<file path="src/rtl/core/masked_route_table_unit_defines.svh">
// ----------------------------------------------------------------------------
// masked route table unit: assertion macros
// shared property forms for the concurrent checks of the route table
// ----------------------------------------------------------------------------
`ifndef MASKED_ROUTE_TABLE_UNIT_DEFINES_SVH
`define MASKED_ROUTE_TABLE_UNIT_DEFINES_SVH

// same-cycle implication, sampled on clk, off during reset
`define MRT_ASSERT_NOW(label, ante, cons, msg) \
	label: assert property (@(posedge clk) disable iff (!arst_n) (ante) |-> (cons)) \
		else $error(msg);

// next-cycle implication, sampled on clk, off during reset
`define MRT_ASSERT_NEXT(label, ante, cons, msg) \
	label: assert property (@(posedge clk) disable iff (!arst_n) (ante) |=> (cons)) \
		else $error(msg);

`endif

</file>
<file path="src/rtl/core/mrt_pkg.sv">
// ----------------------------------------------------------------------------
// mrt_pkg
// types, codes and defaults shared by the masked route table files
// ----------------------------------------------------------------------------
`default_nettype none

package mrt_pkg;

	localparam int ENTRIES_DEF = 16;
	localparam int ADDR_W      = 32;

	localparam logic OP_ADD    = 1'b0;
	localparam logic OP_LOOKUP = 1'b1;

	localparam logic [1:0] ST_ADD_OK = 2'd0;
	localparam logic [1:0] ST_HIT    = 2'd1;
	localparam logic [1:0] ST_MISS   = 2'd2;
	localparam logic [1:0] ST_FULL   = 2'd3;

	typedef struct packed {
		logic              opcode;
		logic [ADDR_W-1:0] lookup_addr;
		logic [ADDR_W-1:0] next_hop_in;
		logic [ADDR_W-1:0] match_net;
		logic [ADDR_W-1:0] match_mask;
	} mrt_item_t;

	typedef struct packed {
		logic [ADDR_W-1:0] net;
		logic [ADDR_W-1:0] mask;
		logic [ADDR_W-1:0] hop;
	} mrt_entry_t;

	localparam int ENTRY_W = $bits(mrt_entry_t);

	// controller to datapath
	typedef struct packed {
		logic       load;
		logic       write;
		logic       rd;
		logic       ptr_clr;
		logic       res_set;
		logic [1:0] res_code;
		logic       res_hop;
		logic       emit;
	} mrt_cmd_t;

	// datapath to controller
	typedef struct packed {
		logic is_add;
		logic full;
		logic empty;
		logic hit;
		logic last;
		logic out_free;
	} mrt_sts_t;

endpackage

`default_nettype wire

</file>
<file path="src/rtl/core/mrt_req_if.sv">
// ----------------------------------------------------------------------------
// mrt_req_if
// request channel: add or lookup word with valid/ready handshake
// ----------------------------------------------------------------------------
`default_nettype none

interface mrt_req_if;
	logic                      valid;
	logic                      ready;
	logic                      opcode;
	logic [mrt_pkg::ADDR_W-1:0] lookup_addr;
	logic [mrt_pkg::ADDR_W-1:0] next_hop_in;
	logic [mrt_pkg::ADDR_W-1:0] match_net;
	logic [mrt_pkg::ADDR_W-1:0] match_mask;

	modport source (
		output valid, opcode, lookup_addr, next_hop_in, match_net, match_mask,
		input  ready
	);
	modport sink (
		input  valid, opcode, lookup_addr, next_hop_in, match_net, match_mask,
		output ready
	);
endinterface

`default_nettype wire

</file>
<file path="src/rtl/core/mrt_rsp_if.sv">
// ----------------------------------------------------------------------------
// mrt_rsp_if
// response channel: status and next hop word with valid/ready handshake
// ----------------------------------------------------------------------------
`default_nettype none

interface mrt_rsp_if;
	logic                      valid;
	logic                      ready;
	logic [1:0]                status;
	logic [mrt_pkg::ADDR_W-1:0] next_hop_out;

	modport source (
		output valid, status, next_hop_out,
		input  ready
	);
	modport sink (
		input  valid, status, next_hop_out,
		output ready
	);
endinterface

`default_nettype wire

</file>
<file path="src/rtl/core/masked_route_table_unit.sv">
// ----------------------------------------------------------------------------
// masked_route_table_unit
// first-match masked route table: add appends an entry unless full, lookup scans
// the filled entries in insertion order and returns the first matching next hop
// ----------------------------------------------------------------------------
//  channel  dir  word
//  req      in   opcode, lookup_addr, next_hop_in, match_net, match_mask
//  rsp      out  status, next_hop_out
//
//  add: capture, dispatch and finish steps from accept to the next accept; lookup
//  adds a scan step for each entry up to the first match, or up to the last
//  filled entry on a miss; a lookup on an empty table skips the scan.
//  the scan reads one entry per cycle through the registered entry ram port.
//  reset clears the fill count, the scan pointer and the handshake state only.
//  a stalled rsp holds the block in its last step until the word is taken.
// ----------------------------------------------------------------------------
`default_nettype none
`include "masked_route_table_unit_defines.svh"

module masked_route_table_unit #(
	parameter int ENTRIES = mrt_pkg::ENTRIES_DEF
) (
	input  wire logic clk,
	input  wire logic arst_n,
	mrt_req_if.sink   req,
	mrt_rsp_if.source rsp
);

	mrt_pkg::mrt_item_t item;
	mrt_pkg::mrt_cmd_t  cmd;
	mrt_pkg::mrt_sts_t  sts;
	logic               in_ready;

	assign item = '{opcode: req.opcode, lookup_addr: req.lookup_addr,
		next_hop_in: req.next_hop_in, match_net: req.match_net,
		match_mask: req.match_mask};
	assign req.ready = in_ready;

	mrt_ctrl u_ctrl (
		.clk     (clk),
		.arst_n  (arst_n),
		.in_valid(req.valid),
		.in_ready(in_ready),
		.sts     (sts),
		.cmd     (cmd)
	);

	mrt_datapath #(
		.ENTRIES(ENTRIES)
	) u_dp (
		.clk       (clk),
		.arst_n    (arst_n),
		.item      (item),
		.cmd       (cmd),
		.sts       (sts),
		.out_valid (rsp.valid),
		.out_ready (rsp.ready),
		.out_status(rsp.status),
		.out_hop   (rsp.next_hop_out)
	);

	`MRT_ASSERT_NEXT(a_one_at_a_time, req.valid && req.ready, !req.ready, "second word taken mid-item")
	`MRT_ASSERT_NOW(a_no_write_full, cmd.write, !sts.full, "entry written into a full table")
	`MRT_ASSERT_NOW(a_hop_zero, rsp.valid && rsp.status != mrt_pkg::ST_HIT, rsp.next_hop_out == '0, "nonzero hop without hit")
	`MRT_ASSERT_NOW(a_emit_free, cmd.emit, sts.out_free, "response overwritten before taken")

endmodule

`default_nettype wire

</file>
<file path="src/rtl/core/mrt_ram.sv">
// ----------------------------------------------------------------------------
// mrt_ram
// generic simple dual-port ram, one write and one registered read port
// ----------------------------------------------------------------------------
`default_nettype none

module mrt_ram #(
	parameter int WIDTH = 8,
	parameter int DEPTH = 16,
	localparam int AW = (DEPTH > 1) ? $clog2(DEPTH) : 1
) (
	input  wire logic             clk,
	input  wire logic             we,
	input  wire logic [AW-1:0]    waddr,
	input  wire logic [WIDTH-1:0] wdata,
	input  wire logic             re,
	input  wire logic [AW-1:0]    raddr,
	output logic      [WIDTH-1:0] rdata
);

	logic [WIDTH-1:0] mem_q [DEPTH];

	always_ff @(posedge clk) begin
		if (we) begin
			mem_q[waddr] <= wdata;
		end
		if (re) begin
			rdata <= mem_q[raddr];
		end
	end

endmodule

`default_nettype wire

</file>
<file path="src/rtl/core/mrt_ctrl.sv">
// ----------------------------------------------------------------------------
// mrt_ctrl
// sequencer for add, table scan and result hand-off
// ----------------------------------------------------------------------------
`default_nettype none

module mrt_ctrl (
	input  wire logic              clk,
	input  wire logic              arst_n,
	input  wire logic              in_valid,
	output logic                   in_ready,
	input  wire mrt_pkg::mrt_sts_t sts,
	output mrt_pkg::mrt_cmd_t      cmd
);

	localparam logic [1:0] S_IDLE     = 2'd0;
	localparam logic [1:0] S_DISPATCH = 2'd1;
	localparam logic [1:0] S_SCAN     = 2'd2;
	localparam logic [1:0] S_FINISH   = 2'd3;

	logic [1:0] state_q;
	logic [1:0] state_d;

	assign in_ready = (state_q == S_IDLE);

	always_comb begin
		state_d = state_q;
		cmd     = '0;
		case (state_q)
			S_IDLE: begin
				if (in_valid) begin
					cmd.load = 1'b1;
					state_d  = S_DISPATCH;
				end
			end
			S_DISPATCH: begin
				if (sts.is_add) begin
					cmd.res_set = 1'b1;
					if (sts.full) begin
						cmd.res_code = mrt_pkg::ST_FULL;
					end else begin
						cmd.write    = 1'b1;
						cmd.res_code = mrt_pkg::ST_ADD_OK;
					end
					state_d = S_FINISH;
				end else if (sts.empty) begin
					cmd.res_set  = 1'b1;
					cmd.res_code = mrt_pkg::ST_MISS;
					state_d      = S_FINISH;
				end else begin
					cmd.rd      = 1'b1;
					cmd.ptr_clr = 1'b1;
					state_d     = S_SCAN;
				end
			end
			S_SCAN: begin
				if (sts.hit) begin
					cmd.res_set  = 1'b1;
					cmd.res_code = mrt_pkg::ST_HIT;
					cmd.res_hop  = 1'b1;
					state_d      = S_FINISH;
				end else if (sts.last) begin
					cmd.res_set  = 1'b1;
					cmd.res_code = mrt_pkg::ST_MISS;
					state_d      = S_FINISH;
				end else begin
					cmd.rd = 1'b1;
				end
			end
			S_FINISH: begin
				if (sts.out_free) begin
					cmd.emit = 1'b1;
					state_d  = S_IDLE;
				end
			end
			default: begin
				state_d = S_IDLE;
			end
		endcase
	end

	always_ff @(posedge clk or negedge arst_n) begin
		if (!arst_n) begin
			state_q <= S_IDLE;
		end else begin
			state_q <= state_d;
		end
	end

endmodule

`default_nettype wire

</file>
<file path="src/rtl/core/mrt_datapath.sv">
// ----------------------------------------------------------------------------
// mrt_datapath
// item capture, entry ram, fill count, masked compare and output register
// ----------------------------------------------------------------------------
`default_nettype none

module mrt_datapath #(
	parameter int ENTRIES = mrt_pkg::ENTRIES_DEF,
	localparam int IDX_W = (ENTRIES > 1) ? $clog2(ENTRIES) : 1,
	localparam int CNT_W = $clog2(ENTRIES + 1)
) (
	input  wire logic                       clk,
	input  wire logic                       arst_n,
	input  wire mrt_pkg::mrt_item_t         item,
	input  wire mrt_pkg::mrt_cmd_t          cmd,
	output mrt_pkg::mrt_sts_t               sts,
	output logic                            out_valid,
	input  wire logic                       out_ready,
	output logic [1:0]                      out_status,
	output logic [mrt_pkg::ADDR_W-1:0]      out_hop
);

	mrt_pkg::mrt_item_t  item_q;
	mrt_pkg::mrt_entry_t wr_entry;
	mrt_pkg::mrt_entry_t rd_entry;
	logic [CNT_W-1:0]    count_q;
	logic [CNT_W-1:0]    ptr_q;
	logic [IDX_W-1:0]    rd_addr;
	logic [1:0]          res_status_q;
	logic [mrt_pkg::ADDR_W-1:0] res_hop_q;
	logic                out_valid_q;

	always_ff @(posedge clk) begin
		if (cmd.load) begin
			item_q <= item;
		end
	end

	assign wr_entry = '{net: item_q.match_net, mask: item_q.match_mask,
		hop: item_q.next_hop_in};
	assign rd_addr  = cmd.ptr_clr ? '0 : ptr_q[IDX_W-1:0];

	mrt_ram #(
		.WIDTH(mrt_pkg::ENTRY_W),
		.DEPTH(ENTRIES)
	) u_ram (
		.clk  (clk),
		.we   (cmd.write),
		.waddr(count_q[IDX_W-1:0]),
		.wdata(wr_entry),
		.re   (cmd.rd),
		.raddr(rd_addr),
		.rdata(rd_entry)
	);

	always_ff @(posedge clk or negedge arst_n) begin
		if (!arst_n) begin
			count_q     <= '0;
			ptr_q       <= '0;
			out_valid_q <= 1'b0;
		end else begin
			if (cmd.write) begin
				count_q <= count_q + CNT_W'(1);
			end
			if (cmd.rd) begin
				ptr_q <= CNT_W'(rd_addr) + CNT_W'(1);
			end
			if (cmd.emit) begin
				out_valid_q <= 1'b1;
			end else if (out_ready) begin
				out_valid_q <= 1'b0;
			end
		end
	end

	// result staging and output word
	always_ff @(posedge clk) begin
		if (cmd.res_set) begin
			res_status_q <= cmd.res_code;
			res_hop_q    <= cmd.res_hop ? rd_entry.hop : '0;
		end
		if (cmd.emit) begin
			out_status <= res_status_q;
			out_hop    <= res_hop_q;
		end
	end

	assign out_valid = out_valid_q;

	assign sts.is_add   = (item_q.opcode == mrt_pkg::OP_ADD);
	assign sts.full     = (count_q == CNT_W'(ENTRIES));
	assign sts.empty    = (count_q == '0);
	assign sts.hit      = ((item_q.lookup_addr & rd_entry.mask) ==
		(rd_entry.net & rd_entry.mask));
	assign sts.last     = (ptr_q == count_q);
	assign sts.out_free = !out_valid_q || out_ready;

endmodule

`default_nettype wire

</file>
<file path="src/flat_wrapper.sv">
// flat-port wrapper written by rule: the top's interface ports become plain ports
module masked_route_table_unit_flat 
#(
	parameter int ENTRIES = mrt_pkg::ENTRIES_DEF
)
  (clk, arst_n, req_valid, req_opcode, req_lookup_addr, req_next_hop_in, req_match_net, req_match_mask, req_ready, rsp_valid, rsp_status, rsp_next_hop_out, rsp_ready);
  mrt_req_if req_i ();
  mrt_rsp_if rsp_i ();
  input  wire logic clk;
  input  wire logic arst_n;
  input wire logic [$bits(req_i.valid)-1:0] req_valid;
  input wire logic [$bits(req_i.opcode)-1:0] req_opcode;
  input wire logic [$bits(req_i.lookup_addr)-1:0] req_lookup_addr;
  input wire logic [$bits(req_i.next_hop_in)-1:0] req_next_hop_in;
  input wire logic [$bits(req_i.match_net)-1:0] req_match_net;
  input wire logic [$bits(req_i.match_mask)-1:0] req_match_mask;
  output wire logic [$bits(req_i.ready)-1:0] req_ready;
  output wire logic [$bits(rsp_i.valid)-1:0] rsp_valid;
  output wire logic [$bits(rsp_i.status)-1:0] rsp_status;
  output wire logic [$bits(rsp_i.next_hop_out)-1:0] rsp_next_hop_out;
  input wire logic [$bits(rsp_i.ready)-1:0] rsp_ready;
  assign req_i.valid = req_valid;
  assign req_i.opcode = req_opcode;
  assign req_i.lookup_addr = req_lookup_addr;
  assign req_i.next_hop_in = req_next_hop_in;
  assign req_i.match_net = req_match_net;
  assign req_i.match_mask = req_match_mask;
  assign req_ready = req_i.ready;
  assign rsp_valid = rsp_i.valid;
  assign rsp_status = rsp_i.status;
  assign rsp_next_hop_out = rsp_i.next_hop_out;
  assign rsp_i.ready = rsp_ready;
  masked_route_table_unit #(.ENTRIES(ENTRIES)) u_core (.clk(clk), .arst_n(arst_n), .req(req_i), .rsp(rsp_i));
endmodule
</file>
<file path="config.mk">
export PLATFORM = sky130hd
export DESIGN_NAME = masked_route_table_unit_flat
export DESIGN_NICKNAME = d
export VERILOG_FILES = /design/src/rtl/core/mrt_pkg.sv /design/src/rtl/core/mrt_req_if.sv /design/src/rtl/core/mrt_rsp_if.sv /design/src/rtl/core/masked_route_table_unit.sv /design/src/rtl/core/mrt_ram.sv /design/src/rtl/core/mrt_ctrl.sv /design/src/rtl/core/mrt_datapath.sv /design/src/flat_wrapper.sv
export VERILOG_INCLUDE_DIRS = /design/src /design/src/rtl/core
export SDC_FILE = /design/constraint.sdc
export NUM_CORES = 2
export LEC_CHECK = 0
export BUFFER_PORTS_ARGS = -buffer_cell sky130_fd_sc_hd__buf_2
export CORE_UTILIZATION = 56
export DETAILED_ROUTE_END_ITERATION = 6
export PLACE_DENSITY = 0.83
export SYNTH_ARGS = -nofsm -noshare
export SYNTH_HDL_FRONTEND = slang
export SYNTH_SLANG_ARGS = --single-unit
</file>
<file path="constraint.sdc">
create_clock -name clk -period 8.55 [get_ports clk]
set_input_delay 0.855 -clock clk [delete_from_list [all_inputs] [get_ports clk]]
set_output_delay 0.855 -clock clk [all_outputs]
set_load 0.01 [all_outputs]
</file>
==> flow_metrics.env <==
export IMPL_hold_viol_final=0
export IMPL_clock_latency_ns=0.82
export IMPL_initial_utilization_pct=56.6
export IMPL_synthFlopType="edfxtp_1"
export IMPL_most_common_layout_cells="edfxtp_1, mux2_2, nand2_1"
export IMPL_critical_path_buf_inv_count=3
export IMPL_drc_errors=0
export IMPL_yosys_area_top_type="edfxtp_1"
export IMPL_power_density_nw_per_um2=325
export IMPL_rr_startpoint="u_core.u_dp.count_q[0]$_DFFE_PN0P_"
export IMPL_rsz0062_at_grt="no"
export IMPL_r2r_end="u_core.u_dp.u_ram.rdata[89]$_DFFE_PP_"
export IMPL_ant_nets=0
export IMPL_nNetsFinal=4131
export IMPL_worstPathArrival_ns=5.00
export IMPL_path_class="reg2reg"
export IMPL_grt_pass1_wl_um=250000
export IMPL_leakagePower_nw=25.6
export IMPL_critical_path_max_stage_delay_ns=0.90
export IMPL_postCtsSetupBuffers=0
export IMPL_skew_ns=0.0532
export IMPL_critPathMaxFanout=90
export IMPL_async_flop_share_pct=0.706
export IMPL_grt_pass1_vias=38400
export IMPL_wire_per_inst_um=29.6
export IMPL_worst_setup_path_start_kind="register"
export IMPL_instances_no_fill=5792
export IMPL_grt_max_degree=175
export IMPL_tns_ns=0
export IMPL_firstDrtPassIters=6
export IMPL_ff_latch_area_um2=55300
export IMPL_grt_usage_pct=26.0
export IMPL_synth_top_area_share_pct=76.0
export IMPL_vias_per_cell=6.68
export IMPL_yosysWarnings=0
export IMPL_r2r_cells=10
export IMPL_drtIter0Drc=5542
export IMPL_cts_tree="yes"
export IMPL_cp_slowest_cell="buf_4"
export IMPL_switching_power_mw=8.14
export IMPL_fillers=8272
export IMPL_synth_cells=3857
export IMPL_fin_crit_ns=4.37
export IMPL_drive_above_1_share_pct=24.7
export IMPL_fin_crit_sh_pct=51.1
export IMPL_dp_hpwl_um=83100
export IMPL_setup_viol=0
export IMPL_dieArea_um2=131000
export IMPL_root_buffer="clkbuf_16"
export IMPL_overflow=0
export IMPL_vias=38700
export IMPL_ys_types=53
export IMPL_slew_violations=0
export IMPL_cts_sinks=1842
export IMPL_p_clk_share_pct=28.5
export IMPL_ys_ff_latch=1842
export IMPL_hold_ws_ns=0.205
export IMPL_port_buffer_count=168
export IMPL_crit_chain="inv_1, ha_1, or4b_4, nand3_4, buf_4, buf_4, a31oi_1, o221ai_1, nand2_1, o22ai_1"
export IMPL_end_kind="register"
export IMPL_critPathLaunch="u_core.u_dp.count_q[0]$_DFFE_PN0P_"
export IMPL_dp_cells=5475
export IMPL_syn_area_um2=72300
export IMPL_max_slew_margin_pct=20.0
export IMPL_internal_power_mw=18.0
export IMPL_comb_power_share_pct=25.6
export IMPL_timing_final_ws_setup_ns=4.18
export IMPL_crit_top_cell="buf_4"
export IMPL_tightest_slew_ns=1.20
export IMPL_cts_max_level=4
export IMPL_coreArea_um2=128000
export IMPL_hp_class="in2reg"
export IMPL_wirelength_um=172000
export IMPL_clk_path_buf_depth=3
export IMPL_worstPathRequired_ns=9.18
export IMPL_place_ws_ns=4.33
export IMPL_syn_to_final_growth_pct=11.2
export IMPL_clk_pin_slew_ns=0.06
export IMPL_outcome="finished clean"
export IMPL_die_h_um=361
export IMPL_layout_commonest_cell="edfxtp_1"
export IMPL_synth_edf_count=1829
export IMPL_multi_input_area_um2=16100
export IMPL_maxCapViolations=0
export IMPL_die_x_um=361
export IMPL_worstSetupEndpoint="u_core.u_dp.u_ram.rdata[89]$_DFFE_PP_"
export IMPL_antenna_found_initial=3
export IMPL_regToRegSetupSlack_ns=4.18
export IMPL_synth_seq_area_share_pct=76.4
export IMPL_crit_family="buffers and inverters"
export IMPL_pin_count=169
export IMPL_syn_area_per_cell_um2=18.7
export IMPL_place_congestion=0.815
export IMPL_seqPwrFrac_pct=45.9
export IMPL_syn_num_nets=3999
export IMPL_rows=131
export IMPL_vdd_drop_max_v=0.000251
export IMPL_numCtsBuffers=173
export IMPL_synth_area_top_cells="edfxtp_1, mux4_2, mux2_2"
export IMPL_switching_share_pct=31.1
export IMPL_cp_depth=10
export IMPL_max_freq_ghz=0.229
## layout make-up
class,count,area share (%)
Sequential cell,1842,68.7
Antenna cell,1,0.00311
Clock buffer,228,5.69
Tap cell,1662,2.59
Timing Repair Buffer,227,1.82
Inverter,10,0.0467
Clock inverter,87,1.11
Multi-Input combinational cell,1735,20.0
## state kept, by name (all words and copies together), names as in the netlist
signal and flops:
u_core.u_dp.out_hop 32, u_core.u_dp.res_status_q 2, u_core.u_dp.out_valid 1, u_core.u_dp.ptr_q 5, u_core.u_dp.out_status 2, u_core.u_dp.item_q 129
u_core.u_dp.u_ram.mem_q 1536, u_core.u_ctrl.state_q 2, u_core.u_dp.res_hop_q 32, u_core.u_dp.u_ram.rdata 96, u_core.u_dp.count_q 5
## per-stage QoR
| stage | util (%) | area (um2) | power [mW] |
|---|---|---|---|
| CTS | 62.9 | 80400 | 26.2 |
| detailed placement | 58.6 | 74900 | 18.7 |
| finish | 62.9 | 80400 | 26.2 |
| global route | 62.9 | 80400 | 27.0 |
| global placement | 58.6 | 74900 | 18.5 |
| floorplan | - | 72300 | 16.7 |
## power groups by stage
stage                     Sequential (mW)  Combinational [mW]  Clock, mW
after floorplan                      11.8                4.92          0
after detailed placement             12.2                6.57          0
after CTS                            12.0                6.64       7.52
after global placement               12.1                6.40          0
final                                12.0                6.69       7.46
after global routing                 12.1                7.07       7.84
## per-layer routing
layer	share of wire (%)	GRT usage, %
met3	11	5.11
met4	3.1	9.62
met1	37	35.6
met2	49	41.9
met5	0.0076	0
## worst min path at each step
stage | from | endpoint | slack (ns) | cells past startpoint
after detailed placement | u_core.u_dp.res_hop_q[4]$_SDFFCE_PN0P_ | u_core.u_dp.out_hop[4]$_DFFE_PP_ | 0.41 | 0
final | req_lookup_addr[6] | u_core.u_dp.item_q[102]$_DFFE_PP_ | 0.20 | 1
after CTS | req_lookup_addr[6] | u_core.u_dp.item_q[102]$_DFFE_PP_ | 0.16 | 1
after global placement | u_core.u_dp.res_hop_q[7]$_SDFFCE_PN0P_ | u_core.u_dp.out_hop[7]$_DFFE_PP_ | 0.40 | 0
after floorplan | u_core.u_dp.res_hop_q[0]$_SDFFCE_PN0P_ | u_core.u_dp.out_hop[0]$_DFFE_PP_ | 0.40 | 0
after global routing | req_lookup_addr[6] | u_core.u_dp.item_q[102]$_DFFE_PP_ | 0.19 | 1
## repair_timing
| action | in CTS | in global routing |
|---|---|---|
| endpoints found under the hold margin | 13 | 0 |
| resized for setup | 0 | 0 |
| hold buffers | 1 | 0 |
## Yosys cell counts, types with 19 or more instances
cell and number:
a21oi_1 99, o221ai_1 96, clkbuf_1 190, a221oi_1 38, o22ai_1 194, a221oi_2 58, and3_1 33, a31oi_1 98
xor2_1 35, nor2b_1 96, and2_1 195, edfxtp_1 1829, mux4_2 192, buf_2 50, nand2_1 208, mux2_2 271
nor2_1 19
## logic make-up after synthesis
logic type | count (synthesis) | share of synthesized area [%]
flip-flops | 1842 | 76.4
AO/OA/AOI/OAI | 615 | 6.38
AND/OR/NAND/NOR | 587 | 4.31
multiplexers | 483 | 10.6
buffers and inverters | 280 | 1.65
XOR/XNOR | 41 | 0.497
adder cells (fa/ha/maj) | 9 | 0.156
Power figures use the tool's default switching activity.
